$ cat config.mk
export PLATFORM = sky130hd
export DESIGN_NAME = mac_frame_deframer_crc32_flat
export DESIGN_NICKNAME = d
export VERILOG_FILES = /design/src/design/dfr_pkg.sv /design/src/design/dfr_if.sv /design/src/design/dfr_parser.sv /design/src/design/dfr_result_fifo.sv /design/src/design/mac_frame_deframer_crc32.sv /design/src/flat_wrapper.sv
export SDC_FILE = /design/constraint.sdc
export NUM_CORES = 1
export LEC_CHECK = 0
export BUFFER_PORTS_ARGS = -buffer_cell sky130_fd_sc_hd__buf_2
export CORE_MARGIN = 2
export CORE_UTILIZATION = 50
export CTS_CLUSTER_DIAMETER = 150
export DETAILED_ROUTE_END_ITERATION = 10
export GPL_TIMING_DRIVEN = 1
export PLACE_DENSITY = 0.67
export SETUP_SLACK_MARGIN = 0.05
export SYNTH_ARGS = -nofsm -noshare
export SYNTH_HDL_FRONTEND = slang
export SYNTH_SLANG_ARGS = --single-unit
export TNS_END_PERCENT = 50
$ cat constraint.sdc
create_clock -name clk -period 7.8 [get_ports clk]
set_input_delay 0.39 -clock clk [delete_from_list [all_inputs] [get_ports clk]]
set_output_delay 0.39 -clock clk [all_outputs]
set_load 0.005 [all_outputs]
$ cat src/design/dfr_pkg.sv
`timescale 1ns / 1ps
// Shared types, constants and the CRC-32 byte update for the frame deframer.
// No dependencies; the parser, the result queue and the top level import it.
package dfr_pkg;

    localparam int unsigned MIN_FRAME_BYTES = 1 + 4 + 1 + 2 + 4;
    localparam int unsigned HEADER_BYTES    = 8;
    localparam int unsigned MIC_BYTES       = 4;

    localparam logic [31:0] CRC_INIT     = 32'hFFFF_FFFF;
    localparam logic [31:0] CRC_POLY     = 32'hEDB8_8320;
    localparam logic [7:0]  FOPTS_MASK   = 8'h0F;
    localparam logic [7:0]  VERSION_MASK = 8'h03;

    typedef enum logic [1:0] {
        KIND_OPTION  = 2'd0,
        KIND_PAYLOAD = 2'd1,
        KIND_SUMMARY = 2'd2
    } kind_t;

    typedef enum logic [2:0] {
        ST_OK       = 3'd0,
        ST_SHORT    = 3'd1,
        ST_MISMATCH = 3'd2,
        ST_OVERRUN  = 3'd3,
        ST_TOO_LONG = 3'd4
    } status_t;

    typedef struct packed {
        kind_t       kind;
        logic [7:0]  byte_value;
        status_t     status;
        logic [2:0]  message_type;
        logic [1:0]  major_version;
        logic [31:0] device_address;
        logic [7:0]  frame_control;
        logic [15:0] frame_counter;
        logic [7:0]  payload_length;
        logic        last_of_run;
    } result_t;

    // Results produced by one byte: an optional released byte, then an
    // optional frame summary.
    typedef struct packed {
        logic    byte_valid;
        logic    sum_valid;
        result_t byte_res;
        result_t sum_res;
    } push_t;

    // Reflected CRC-32, one byte, unrolled over its eight bit steps.
    function automatic logic [31:0] crc32_byte(input logic [31:0] crc_in,
                                               input logic [7:0] data);
        logic [31:0] c;
        c = crc_in ^ {24'd0, data};
        for (int k = 0; k < 8; k++) begin
            if (c[0])
            begin
                c = (c >> 1) ^ CRC_POLY;
            end
            else
            begin
                c = c >> 1;
            end
        end
        return c;
    endfunction

endpackage

$ cat src/design/dfr_if.sv
`timescale 1ns / 1ps
// Valid/ready channel interfaces for frame bytes and for parser results.
// Depends on nothing; widths follow the deframer's item fields.
interface dfr_byte_if;
    logic       valid;
    logic       ready;
    logic [7:0] data_byte;
    logic       end_of_frame;

    modport source (output valid, output data_byte, output end_of_frame, input ready);
    modport sink   (input valid, input data_byte, input end_of_frame, output ready);
endinterface

interface dfr_result_if;
    logic        valid;
    logic        ready;
    logic [1:0]  kind;
    logic [7:0]  byte_value;
    logic [2:0]  status;
    logic [2:0]  message_type;
    logic [1:0]  major_version;
    logic [31:0] device_address;
    logic [7:0]  frame_control;
    logic [15:0] frame_counter;
    logic [7:0]  payload_length;
    logic        last_of_run;

    modport source (output valid, output kind, output byte_value, output status,
                    output message_type, output major_version, output device_address,
                    output frame_control, output frame_counter, output payload_length,
                    output last_of_run, input ready);
    modport sink   (input valid, input kind, input byte_value, input status,
                    input message_type, input major_version, input device_address,
                    input frame_control, input frame_counter, input payload_length,
                    input last_of_run, output ready);
endinterface

$ cat src/design/dfr_parser.sv
`timescale 1ns / 1ps
// Input register, delay line, CRC and header capture of the deframer.
// Depends on dfr_pkg and dfr_byte_if; hands its results to the output queue.
module dfr_parser #(
    parameter int unsigned MAX_FRAME_BYTES = 255
) (
    input  logic           clk,
    input  logic           rst_n,
    dfr_byte_if.sink       frame_bytes,
    input  logic           queue_room,
    output dfr_pkg::push_t push
);
    import dfr_pkg::*;

    localparam int unsigned BS_W  = $clog2(MAX_FRAME_BYTES + 2);
    localparam int unsigned CMP_W = BS_W + 1;
    localparam logic [BS_W-1:0] MAX_BS  = BS_W'(MAX_FRAME_BYTES);
    localparam logic [BS_W-1:0] OVER_BS = BS_W'(MAX_FRAME_BYTES + 1);

    // Input register.
    logic       stage_valid_reg, stage_valid_next;
    logic [7:0] stage_byte_reg;
    logic       stage_eof_reg;
    logic       take, advance;

    // Frame state.
    logic [7:0]      held_reg [MIC_BYTES];
    logic [7:0]      held_next [MIC_BYTES];
    logic [BS_W-1:0] seen_reg, seen_next;
    logic [31:0]     crc_reg, crc_next;
    logic [7:0]      header_reg, header_next;
    logic [31:0]     address_reg, address_next;
    logic [7:0]      control_reg, control_next;
    logic [15:0]     counter_reg, counter_next;

    logic [BS_W-1:0]  pos, pos_opt;
    logic [7:0]       rel;
    logic [3:0]       fopts;
    logic [CMP_W-1:0] body, hdr_opts;
    logic [31:0]      mic;
    status_t          status;
    logic [7:0]       plen;

    assign advance           = stage_valid_reg && queue_room;
    assign frame_bytes.ready = !stage_valid_reg || queue_room;
    assign take              = frame_bytes.valid && frame_bytes.ready;

    always_comb
    begin
        stage_valid_next = stage_valid_reg;
        if (take)
        begin
            stage_valid_next = 1'b1;
        end
        else if (advance)
        begin
            stage_valid_next = 1'b0;
        end
    end

    always_comb
    begin
        for (int i = 0; i < MIC_BYTES; i++)
        begin
            held_next[i] = held_reg[i];
        end
        seen_next    = seen_reg;
        crc_next     = crc_reg;
        header_next  = header_reg;
        address_next = address_reg;
        control_next = control_reg;
        counter_next = counter_reg;
        pos          = seen_reg - BS_W'(MIC_BYTES);
        pos_opt      = pos - BS_W'(HEADER_BYTES);
        rel          = held_reg[0];
        push         = '0;

        if (seen_reg < MAX_BS)
        begin
            if (seen_reg >= BS_W'(MIC_BYTES))
            begin
                // The oldest held byte cannot be part of the check any more.
                crc_next = crc32_byte(crc_reg, rel);
                if (pos == BS_W'(0))
                begin
                    header_next = rel;
                end
                else if (pos <= BS_W'(4))
                begin
                    address_next[8 * 2'(pos - BS_W'(1)) +: 8] = rel;
                end
                else if (pos == BS_W'(5))
                begin
                    control_next = rel;
                end
                else if (pos == BS_W'(6))
                begin
                    counter_next[7:0] = rel;
                end
                else if (pos == BS_W'(7))
                begin
                    counter_next[15:8] = rel;
                end
                else
                begin
                    push.byte_valid          = 1'b1;
                    push.byte_res.kind       = (pos_opt < BS_W'(control_reg[3:0])) ?
                                               KIND_OPTION : KIND_PAYLOAD;
                    push.byte_res.byte_value = rel;
                    push.byte_res.last_of_run = !stage_eof_reg;
                end
            end
            for (int i = 0; i < MIC_BYTES - 1; i++)
            begin
                held_next[i] = held_reg[i + 1];
            end
            held_next[MIC_BYTES - 1] = stage_byte_reg;
            seen_next = seen_reg + BS_W'(1);
        end
        else
        begin
            // Bytes past the frame bound are dropped.
            seen_next = OVER_BS;
        end

        // Frame summary, taken from the state after this byte.
        fopts    = control_next[3:0];
        body     = CMP_W'(seen_next) - CMP_W'(MIC_BYTES);
        hdr_opts = CMP_W'(HEADER_BYTES) + CMP_W'(fopts);
        mic      = {held_next[3], held_next[2], held_next[1], held_next[0]};
        plen     = 8'd0;
        if (seen_next > MAX_BS)
        begin
            status = ST_TOO_LONG;
        end
        else if (seen_next < BS_W'(MIN_FRAME_BYTES))
        begin
            status = ST_SHORT;
        end
        else if (mic != ~crc_next)
        begin
            status = ST_MISMATCH;
        end
        else if (hdr_opts > body)
        begin
            status = ST_OVERRUN;
        end
        else
        begin
            status = ST_OK;
            plen   = 8'(body - hdr_opts);
        end

        if (stage_eof_reg)
        begin
            push.sum_valid                  = 1'b1;
            push.sum_res.kind               = KIND_SUMMARY;
            push.sum_res.status             = status;
            push.sum_res.message_type       = header_next[7:5];
            push.sum_res.major_version      = 2'(header_next & VERSION_MASK);
            push.sum_res.device_address     = address_next;
            push.sum_res.frame_control      = control_next;
            push.sum_res.frame_counter      = counter_next;
            push.sum_res.payload_length     = plen;
            push.sum_res.last_of_run        = 1'b1;
            // A frame end returns every piece of frame state to reset.
            for (int i = 0; i < MIC_BYTES; i++)
            begin
                held_next[i] = 8'd0;
            end
            seen_next    = '0;
            crc_next     = CRC_INIT;
            header_next  = 8'd0;
            address_next = 32'd0;
            control_next = 8'd0;
            counter_next = 16'd0;
        end

        if (!advance)
        begin
            push = '0;
        end
    end

    always_ff @(posedge clk or negedge rst_n)
    begin
        if (!rst_n)
        begin
            stage_valid_reg <= 1'b0;
            for (int i = 0; i < MIC_BYTES; i++)
            begin
                held_reg[i] <= 8'd0;
            end
            seen_reg    <= '0;
            crc_reg     <= CRC_INIT;
            header_reg  <= 8'd0;
            address_reg <= 32'd0;
            control_reg <= 8'd0;
            counter_reg <= 16'd0;
        end
        else
        begin
            stage_valid_reg <= stage_valid_next;
            if (advance)
            begin
                for (int i = 0; i < MIC_BYTES; i++)
                begin
                    held_reg[i] <= held_next[i];
                end
                seen_reg    <= seen_next;
                crc_reg     <= crc_next;
                header_reg  <= header_next;
                address_reg <= address_next;
                control_reg <= control_next;
                counter_reg <= counter_next;
            end
        end
    end

    always_ff @(posedge clk)
    begin
        if (take)
        begin
            stage_byte_reg <= frame_bytes.data_byte;
            stage_eof_reg  <= frame_bytes.end_of_frame;
        end
    end

`ifndef SYNTH
    a_seen_bounded: assert property (@(posedge clk) disable iff (!rst_n)
        seen_reg <= OVER_BS)
        else $error("byte count exceeded its saturation value");

    a_pair_order: assert property (@(posedge clk) disable iff (!rst_n)
        push.byte_valid && push.sum_valid |-> !push.byte_res.last_of_run)
        else $error("released byte marked last although a summary follows");

    a_frame_clear: assert property (@(posedge clk) disable iff (!rst_n)
        push.sum_valid |=> (seen_reg == '0) && (crc_reg == CRC_INIT))
        else $error("frame state not cleared after a summary");
`endif

endmodule

$ cat src/design/dfr_result_fifo.sv
`timescale 1ns / 1ps
// Four-entry result queue that takes up to two results a cycle.
// Depends on dfr_pkg and dfr_result_if; drives the result channel.
module dfr_result_fifo (
    input  logic           clk,
    input  logic           rst_n,
    input  dfr_pkg::push_t push,
    output logic           queue_room,
    dfr_result_if.source   results
);
    import dfr_pkg::*;

    localparam int unsigned DEPTH = 4;
    localparam int unsigned PTR_W = $clog2(DEPTH);
    localparam int unsigned CNT_W = $clog2(DEPTH + 1);

    result_t          mem [DEPTH];
    logic [PTR_W-1:0] wr_ptr_reg, wr_ptr_next;
    logic [PTR_W-1:0] rd_ptr_reg, rd_ptr_next;
    logic [CNT_W-1:0] count_reg, count_next;
    logic             pop;
    logic [PTR_W-1:0] sum_ptr;
    result_t          head;

    assign queue_room = count_reg <= CNT_W'(DEPTH - 2);
    assign pop        = results.valid && results.ready;
    assign sum_ptr    = wr_ptr_reg + PTR_W'(push.byte_valid);

    always_comb
    begin
        wr_ptr_next = wr_ptr_reg + PTR_W'(push.byte_valid) + PTR_W'(push.sum_valid);
        rd_ptr_next = rd_ptr_reg + PTR_W'(pop);
        count_next  = count_reg + CNT_W'(push.byte_valid) + CNT_W'(push.sum_valid)
                      - CNT_W'(pop);
    end

    always_ff @(posedge clk or negedge rst_n)
    begin
        if (!rst_n)
        begin
            wr_ptr_reg <= '0;
            rd_ptr_reg <= '0;
            count_reg  <= '0;
        end
        else
        begin
            wr_ptr_reg <= wr_ptr_next;
            rd_ptr_reg <= rd_ptr_next;
            count_reg  <= count_next;
        end
    end

    always_ff @(posedge clk)
    begin
        if (push.byte_valid)
        begin
            mem[wr_ptr_reg] <= push.byte_res;
        end
        if (push.sum_valid)
        begin
            mem[sum_ptr] <= push.sum_res;
        end
    end

    assign head                   = mem[rd_ptr_reg];
    assign results.valid          = count_reg != '0;
    assign results.kind           = head.kind;
    assign results.byte_value     = head.byte_value;
    assign results.status         = head.status;
    assign results.message_type   = head.message_type;
    assign results.major_version  = head.major_version;
    assign results.device_address = head.device_address;
    assign results.frame_control  = head.frame_control;
    assign results.frame_counter  = head.frame_counter;
    assign results.payload_length = head.payload_length;
    assign results.last_of_run    = head.last_of_run;

`ifndef SYNTH
    a_count_bounded: assert property (@(posedge clk) disable iff (!rst_n)
        count_reg <= CNT_W'(DEPTH))
        else $error("result queue overflowed");

    a_push_has_room: assert property (@(posedge clk) disable iff (!rst_n)
        (push.byte_valid || push.sum_valid) |-> count_reg <= CNT_W'(DEPTH - 2))
        else $error("results pushed without room for a full pair");

    a_valid_held: assert property (@(posedge clk) disable iff (!rst_n)
        results.valid && !results.ready |=> results.valid)
        else $error("result valid dropped before its transfer");
`endif

endmodule

$ cat src/design/mac_frame_deframer_crc32.sv
`timescale 1ns / 1ps
// Top level of the MAC frame deframer with CRC-32 message check.
// Depends on dfr_pkg, dfr_if, dfr_parser and dfr_result_fifo.
//
//   Channel       Role   Carries
//   frame_bytes   sink   data_byte, end_of_frame: one decoded frame byte
//   results       source option/payload byte or frame summary, last_of_run
//
// A byte transfer is registered; once the queue has room, the delay line, the
// unrolled CRC-32 update and the header capture handle it in one pass and write
// up to two results into a four-entry queue. One byte per cycle is sustained
// while the result side keeps taking results. Reset is asynchronous and active
// low and clears all frame state. A result stall fills the queue; the input
// register then holds its byte and drops ready.
module mac_frame_deframer_crc32 #(
    parameter int unsigned MAX_FRAME_BYTES = 255
) (
    input  logic         clk,
    input  logic         rst_n,
    dfr_byte_if.sink     frame_bytes,
    dfr_result_if.source results
);
    import dfr_pkg::*;

    // Results of the byte in process, handed from the parser to the queue.
    push_t push;
    // The queue can absorb a full pair of results this cycle.
    logic  queue_room;

    dfr_parser #(
        .MAX_FRAME_BYTES (MAX_FRAME_BYTES)
    ) u_parser (
        .clk         (clk),
        .rst_n       (rst_n),
        .frame_bytes (frame_bytes),
        .queue_room  (queue_room),
        .push        (push)
    );

    dfr_result_fifo u_result_fifo (
        .clk        (clk),
        .rst_n      (rst_n),
        .push       (push),
        .queue_room (queue_room),
        .results    (results)
    );

endmodule

$ cat src/flat_wrapper.sv
// flat-port wrapper written by rule: the top's interface ports become plain ports
module mac_frame_deframer_crc32_flat import dfr_pkg::*;
#(
    parameter int unsigned MAX_FRAME_BYTES = 255
)
  (clk, rst_n, frame_bytes_valid, frame_bytes_data_byte, frame_bytes_end_of_frame, frame_bytes_ready, results_valid, results_kind, results_byte_value, results_status, results_message_type, results_major_version, results_device_address, results_frame_control, results_frame_counter, results_payload_length, results_last_of_run, results_ready);
  dfr_byte_if frame_bytes_i ();
  dfr_result_if results_i ();
  input  logic clk;
  input  logic rst_n;
  input wire logic [$bits(frame_bytes_i.valid)-1:0] frame_bytes_valid;
  input wire logic [$bits(frame_bytes_i.data_byte)-1:0] frame_bytes_data_byte;
  input wire logic [$bits(frame_bytes_i.end_of_frame)-1:0] frame_bytes_end_of_frame;
  output wire logic [$bits(frame_bytes_i.ready)-1:0] frame_bytes_ready;
  output wire logic [$bits(results_i.valid)-1:0] results_valid;
  output wire logic [$bits(results_i.kind)-1:0] results_kind;
  output wire logic [$bits(results_i.byte_value)-1:0] results_byte_value;
  output wire logic [$bits(results_i.status)-1:0] results_status;
  output wire logic [$bits(results_i.message_type)-1:0] results_message_type;
  output wire logic [$bits(results_i.major_version)-1:0] results_major_version;
  output wire logic [$bits(results_i.device_address)-1:0] results_device_address;
  output wire logic [$bits(results_i.frame_control)-1:0] results_frame_control;
  output wire logic [$bits(results_i.frame_counter)-1:0] results_frame_counter;
  output wire logic [$bits(results_i.payload_length)-1:0] results_payload_length;
  output wire logic [$bits(results_i.last_of_run)-1:0] results_last_of_run;
  input wire logic [$bits(results_i.ready)-1:0] results_ready;
  assign frame_bytes_i.valid = frame_bytes_valid;
  assign frame_bytes_i.data_byte = frame_bytes_data_byte;
  assign frame_bytes_i.end_of_frame = frame_bytes_end_of_frame;
  assign frame_bytes_ready = frame_bytes_i.ready;
  assign results_valid = results_i.valid;
  assign results_kind = results_i.kind;
  assign results_byte_value = results_i.byte_value;
  assign results_status = results_i.status;
  assign results_message_type = results_i.message_type;
  assign results_major_version = results_i.major_version;
  assign results_device_address = results_i.device_address;
  assign results_frame_control = results_i.frame_control;
  assign results_frame_counter = results_i.frame_counter;
  assign results_payload_length = results_i.payload_length;
  assign results_last_of_run = results_i.last_of_run;
  assign results_i.ready = results_ready;
  mac_frame_deframer_crc32 #(.MAX_FRAME_BYTES(MAX_FRAME_BYTES)) u_core (.clk(clk), .rst_n(rst_n), .frame_bytes(frame_bytes_i), .results(results_i));
endmodule
Word level (Yosys, flattened, before mapping):

Memories as Yosys holds them, arrays and structs flattened.
Cells that the tools add are included.
W data, S select, Z words.

* register bits after elaboration: 151
* bits in writable memories: 332
* output and inout bits: 85
* memories kept: 1

Memories
* u_core.u_result_fifo.mem: words 4, bits a word 83, rd ports 1, clocked after Yosys merged registers in 0, wr ports 2, line dfr_result_fifo.sv:17 `result_t mem [DEPTH];`

* $add $sub $neg: 14
* magnitude comparators: 8
* equal/unequal tests: 4
* shift-type cells: 2
* multiplexer cells: 94
* bitwise gates (word level): 10
* reductions and logical operators: 9

Operator list (count)
* $mux W32: 32
* $mux W168: 1
* $mux W8: 17
* $not A13 Y14: 8
* $mux W16: 6
* $mux W73: 1
* $mux W9: 7
* $neg A5 Y34: 1
* $shift A8 B34 Y32 const A: 1
* $shiftx A8 B34 Y32: 1
* $bwmux W32: 1
* $ne A32 B32 Y1: 1
* $not A32 Y32: 1
* $xor A32 B8 Y32: 1
* $eq A9 B3 Y1 const B: 3
* $mux W1: 22
* $mux W10: 2
* $gt A5 B10 Y1: 1
* $sub A9 B3 Y10 const B: 1
* $add A9 B1 Y9 const B: 1
* $ge A9 B3 Y1 const B: 1
* $gt A9 B8 Y1 const B: 1
* $le A9 B3 Y1 const B: 1
* $logic_not A9 Y1: 1
* other kinds (19): 28

Longest topological paths before layout:

* depth in word-level cells: 43
* mapped depth: 25

By module:

From an unflattened synthesis, not the netlist that was laid out.

* cells, all modules: 2027
* area total of the unflattened synthesis: 27561.4 um^2

By module, submodules not included
* dfr_result_fifo: times used 1, cells each 840, area each 16778.6 um^2, seq. area each 10144.7 um^2
* dfr_parser: times used 1, cells each 1187, area each 10782.8 um^2, seq. area each 3688.5 um^2

Worst setup path before layout:

OpenSTA, ideal clock, no wires.

* path type: register to register
* from: register u_core.u_parser.seen_reg[3]
* to: memory u_core.u_result_fifo.mem[1][0] (netlist name) (enable)
* library setup time: 753 ps
* arrival: 4785 ps
* setup slack: 2262 ps
* cell stages (with the launch flop): 17
* period minus slack after synthesis: 5538 ps
* cells stage by stage: dfrtp_1 clkbuf_1 inv_1 ha_1 or4b_1 nand3_1 buf_2 nand2_1 nor2_1 nand2_1 a21oi_1 ha_1 xnor2_1 nand3_1 clkbuf_1 clkbuf_1 nand2_1

RTL lines
* from (decl): line dfr_parser.sv:29 `logic [BS_W-1:0] seen_reg, seen_next;`
* from (signal assigned): line dfr_parser.sv:210 `seen_reg <= seen_next;`
* to (decl): line dfr_result_fifo.sv:17

==> impl_results.md <==
- Core area: 47400 sq um
- Total detailed-routing wirelength: 60400 microns
- Placed standard-cell area: roughly 25000 sq um
- Sequential cell area fraction in the yosys report: 0.564
- Worst IR drop on VDD: about 0.00035 V
- Die outline area: 49500 sq um
- Register bit total from synthesis: 483
- Buffer levels on the longest clock path: 3
- Cells after synthesis: between 1500 and 2000
- I/O pin count: 98
- Final setup violation count: 0
- Vias after detailed routing: about 16000
- Status: completed
- Total chip power: 0.0115 W
- Required time worst endpoint: about 8 ns
- Leading cell type in the layout, fill and taps excluded: nor2_1
- Unrepaired setup endpoints after global routing: false
- Number of flip-flops in the largest register: between 300 and 400
- First-pass GRT wire length: 94300 microns
- Source-to-sink clock delay at the later pin of the worst-skew pair: a little under 0.6 ns
- Slew @ Worst Pin: roughly 1.2 ns
- Starting DRC count in detailed routing: 1613
- CP dominant cell by count: nor2_1
- Number of enable flip-flop cells after synthesis: between 300 and 400
- Synthesis Warnings: 0
- Vias/cell: 6.06
- # port buffers: between 90 and 100
- Remaining antenna violation count: 0
- Post-Syn Nets: about 2000
- Maximum cell stage delay along the critical path: around 0.9 ns
- Drt wl/cell: roughly 23 microns
- Commonest cells after routing, fill and taps aside: 343 x nor2_1, 305 x edfxtp_1, 108 x dfrtp_1
- Hold Vio Cnt, Final: 0
- Leakage: a little under 10 nW
- Syn avg cell area: about 12 sq um
- Antenna violations before repair: 0
- Type of origin of the critical path: flip-flop
- Fraction of registers with async set/reset: 0.294
- Cell area power density: ~430 nW/um^2
- CTS HTree Levels: 2
- Critical path, cell by cell: inv_1 > ha_1 > nor2_1 > nand3_1 > a211oi_1 > nand4_1 > nor4b_1 > and2_1 > a21oi_1 > inv_1 > ha_1 > nand4_1 > nor2_1 > nor2_1 > a2111oi_0 > nand3b_1 > or3_1 > nor3b_1
- Proportion of layout cells with a drive suffix above 1: 0.178
- Total grt overflow: 0
- Kind of end point of the critical path: flip-flop
- Pin count of the biggest net entering global routing: 85
- Primary FF master, synth: edfxtp_1
- CTS clk-pin slew, worst paths: 0.06 ns
- Slowest stage cell, crit path: or3_1
- Clock tree from TritonCTS: built
- Overall track demand over capacity in global routing: 0.247
- Sink count of the clock tree: roughly 480
- Number of buffers added by the clock tree synthesis step: 51
- Final critical path time including I/O delays and setup: ~6.5 ns
- Number of global-route vias before repair: around 16000
- Final design instance area without fill: 26600 sq um
- Buffers inserted during post-CTS setup optimization: 0
- DRC errors left: 0
- Placer's final routability congestion estimate: ~0.90
- Std cell rows: 80
- Total of fill cells in the finished design: 3942
- Relative slew slack: 0.207
- Crit Path Category: flip-flop to flip-flop
- Cell area after synthesis: 23900 sq um
- Max frequency: between 150 and 200 MHz
- Cell chosen for the clock root: clkbuf_16
- Sum of net half-perimeters after detailed placement: roughly 37000 microns
- HP Class: primary input to flip-flop
- Crit path max fanout: 36
- Total count of max-transition violations in the final report: 0
- Aggregate negative setup slack: 0 ns
- Chip height: between 200 and 250 microns
- Initial DRT Pass Iterations: 5
- Arrival time worst endpoint: roughly 6.9 ns
- Max-cap violations: 0
- X dimension of the die: 223 microns
- Nets: around 2000
- Starting Density: 0.504
- Growth of design area from synthesis to finish: 11.3%
- # diodes: 0
- Clock tree skew after final layout: 0.0149 ns
- Part of the cycle the worst path needs: 0.834
- Count of distinct cell types in the synthesized netlist: 76
-- path summary, 6_finish.rpt --
kind                                                start                            endpoint  cells past startpoint  slack [ns]
setup / recovery              u_core.u_parser.seen_reg[3]     u_core.u_result_fifo.mem[3][71]                     18        1.30
hold / removal                              results_ready  u_core.u_result_fifo.rd_ptr_reg[0]                      3        0.26
setup reg to reg              u_core.u_parser.seen_reg[3]     u_core.u_result_fifo.mem[3][71]                     18        1.30
hold reg to reg            u_core.u_parser.address_reg[1]      u_core.u_parser.address_reg[1]                      2        0.48
max in group asynchronous                           rst_n     u_core.u_parser.address_reg[11]                      3        6.01
min in group asynchronous                           rst_n        u_core.u_parser.held_reg[18]                      2        0.46
-- where the power goes --
group	total, W	internal (W)	switching [W]
Sequential	0.00372	0.00329	0.000425
Combinational	0.00547	0.00246	0.00302
Clock	0.00229	0.00130	0.000996
Total	0.0115	0.00705	0.00444
-- worst max-delay path: cells and delay by family (launching register included) --
kind            cells  cell delay (ns)
flops               1             0.66
buf+inv             2             0.39
compound gates      3             1.45
simple gates       11             3.13
fa+ha+maj           2             0.68
-- repair_timing --
item                                   CTS  global route
hold buffers                            11             0
resized for setup                        0             0
endpoints found under the hold margin   75             0
-- layout make-up --
cell class	instances	area, sq um	share of cell area
clock inverter	24	175	0.00659
multi-input combinational	1278	9730	0.366
inverter	35	131	0.00494
clock buffer	69	1400	0.0528
tap	615	769	0.0289
timing repair buffer	140	892	0.0336
sequential	483	13500	0.507
-- metrics by stage --
stage / hold slack, ns / instances / utilization / worst slack [ns]
floorplan: 0.0944 / 1950 / - / 2.26
global placement: 0.462 / 2540 / 0.525 / 1.64
detailed placement: 0.471 / 2540 / 0.525 / 1.42
CTS: 0.235 / 2644 / 0.560 / 1.37
global route: 0.249 / 2644 / 0.560 / 0.532
finish: 0.260 / 2644 / 0.560 / 1.30
-- cell families (layout without fill, tap and decap cells) --
family                   Yosys count  in the layout  share of synthesized area
adder cells (fa/ha/maj)           35             35                     0.0193
AND/OR/NAND/NOR                  620            620                      0.113
flip-flops                       483            483                      0.564
XOR/XNOR                         135            135                     0.0671
buffers and inverters            189            268                     0.0319
multiplexers                     170            170                      0.115
AO/OA/AOI/OAI                    318            318                     0.0895
-- layer usage --
metal  vias to the layer above  global-route usage  share of wire  wire length (microns)
met5                         -                   0              0                      0
met4                         0              0.0821          0.032                   1940
met3                       112              0.0382          0.061                   3690
met2                       565               0.403           0.48                  29000
met1                      8159               0.340           0.43                  25700
li1                       7194                   -              -                      -
-- Yosys cell counts (19+ instances only) --
library cell | instances | share of area
nor2_1 | 345 | 0.054
edfxtp_1 | 305 | 0.38
clkbuf_1 | 111 | 0.017
nand2_1 | 111 | 0.017
dfrtp_1 | 110 | 0.12
mux4_2 | 83 | 0.078
mux2i_1 | 82 | 0.034
o21ai_0 | 82 | 0.017
a21oi_1 | 74 | 0.016
xnor2_1 | 74 | 0.027
o22a_1 | 46 | 0.017
nor3_1 | 41 | 0.0086
dfxtp_1 | 36 | 0.030
inv_1 | 35 | 0.0055
a22o_1 | 33 | 0.012
dfstp_2 | 32 | 0.035
ha_1 | 32 | 0.017
xor2_1 | 29 | 0.011
nor4_1 | 28 | 0.0073
buf_1 | 25 | 0.0039
a22oi_1 | 21 | 0.0066
nand3_1 | 19 | 0.0040
No activity file was read; power rests on OpenSTA's default activity.
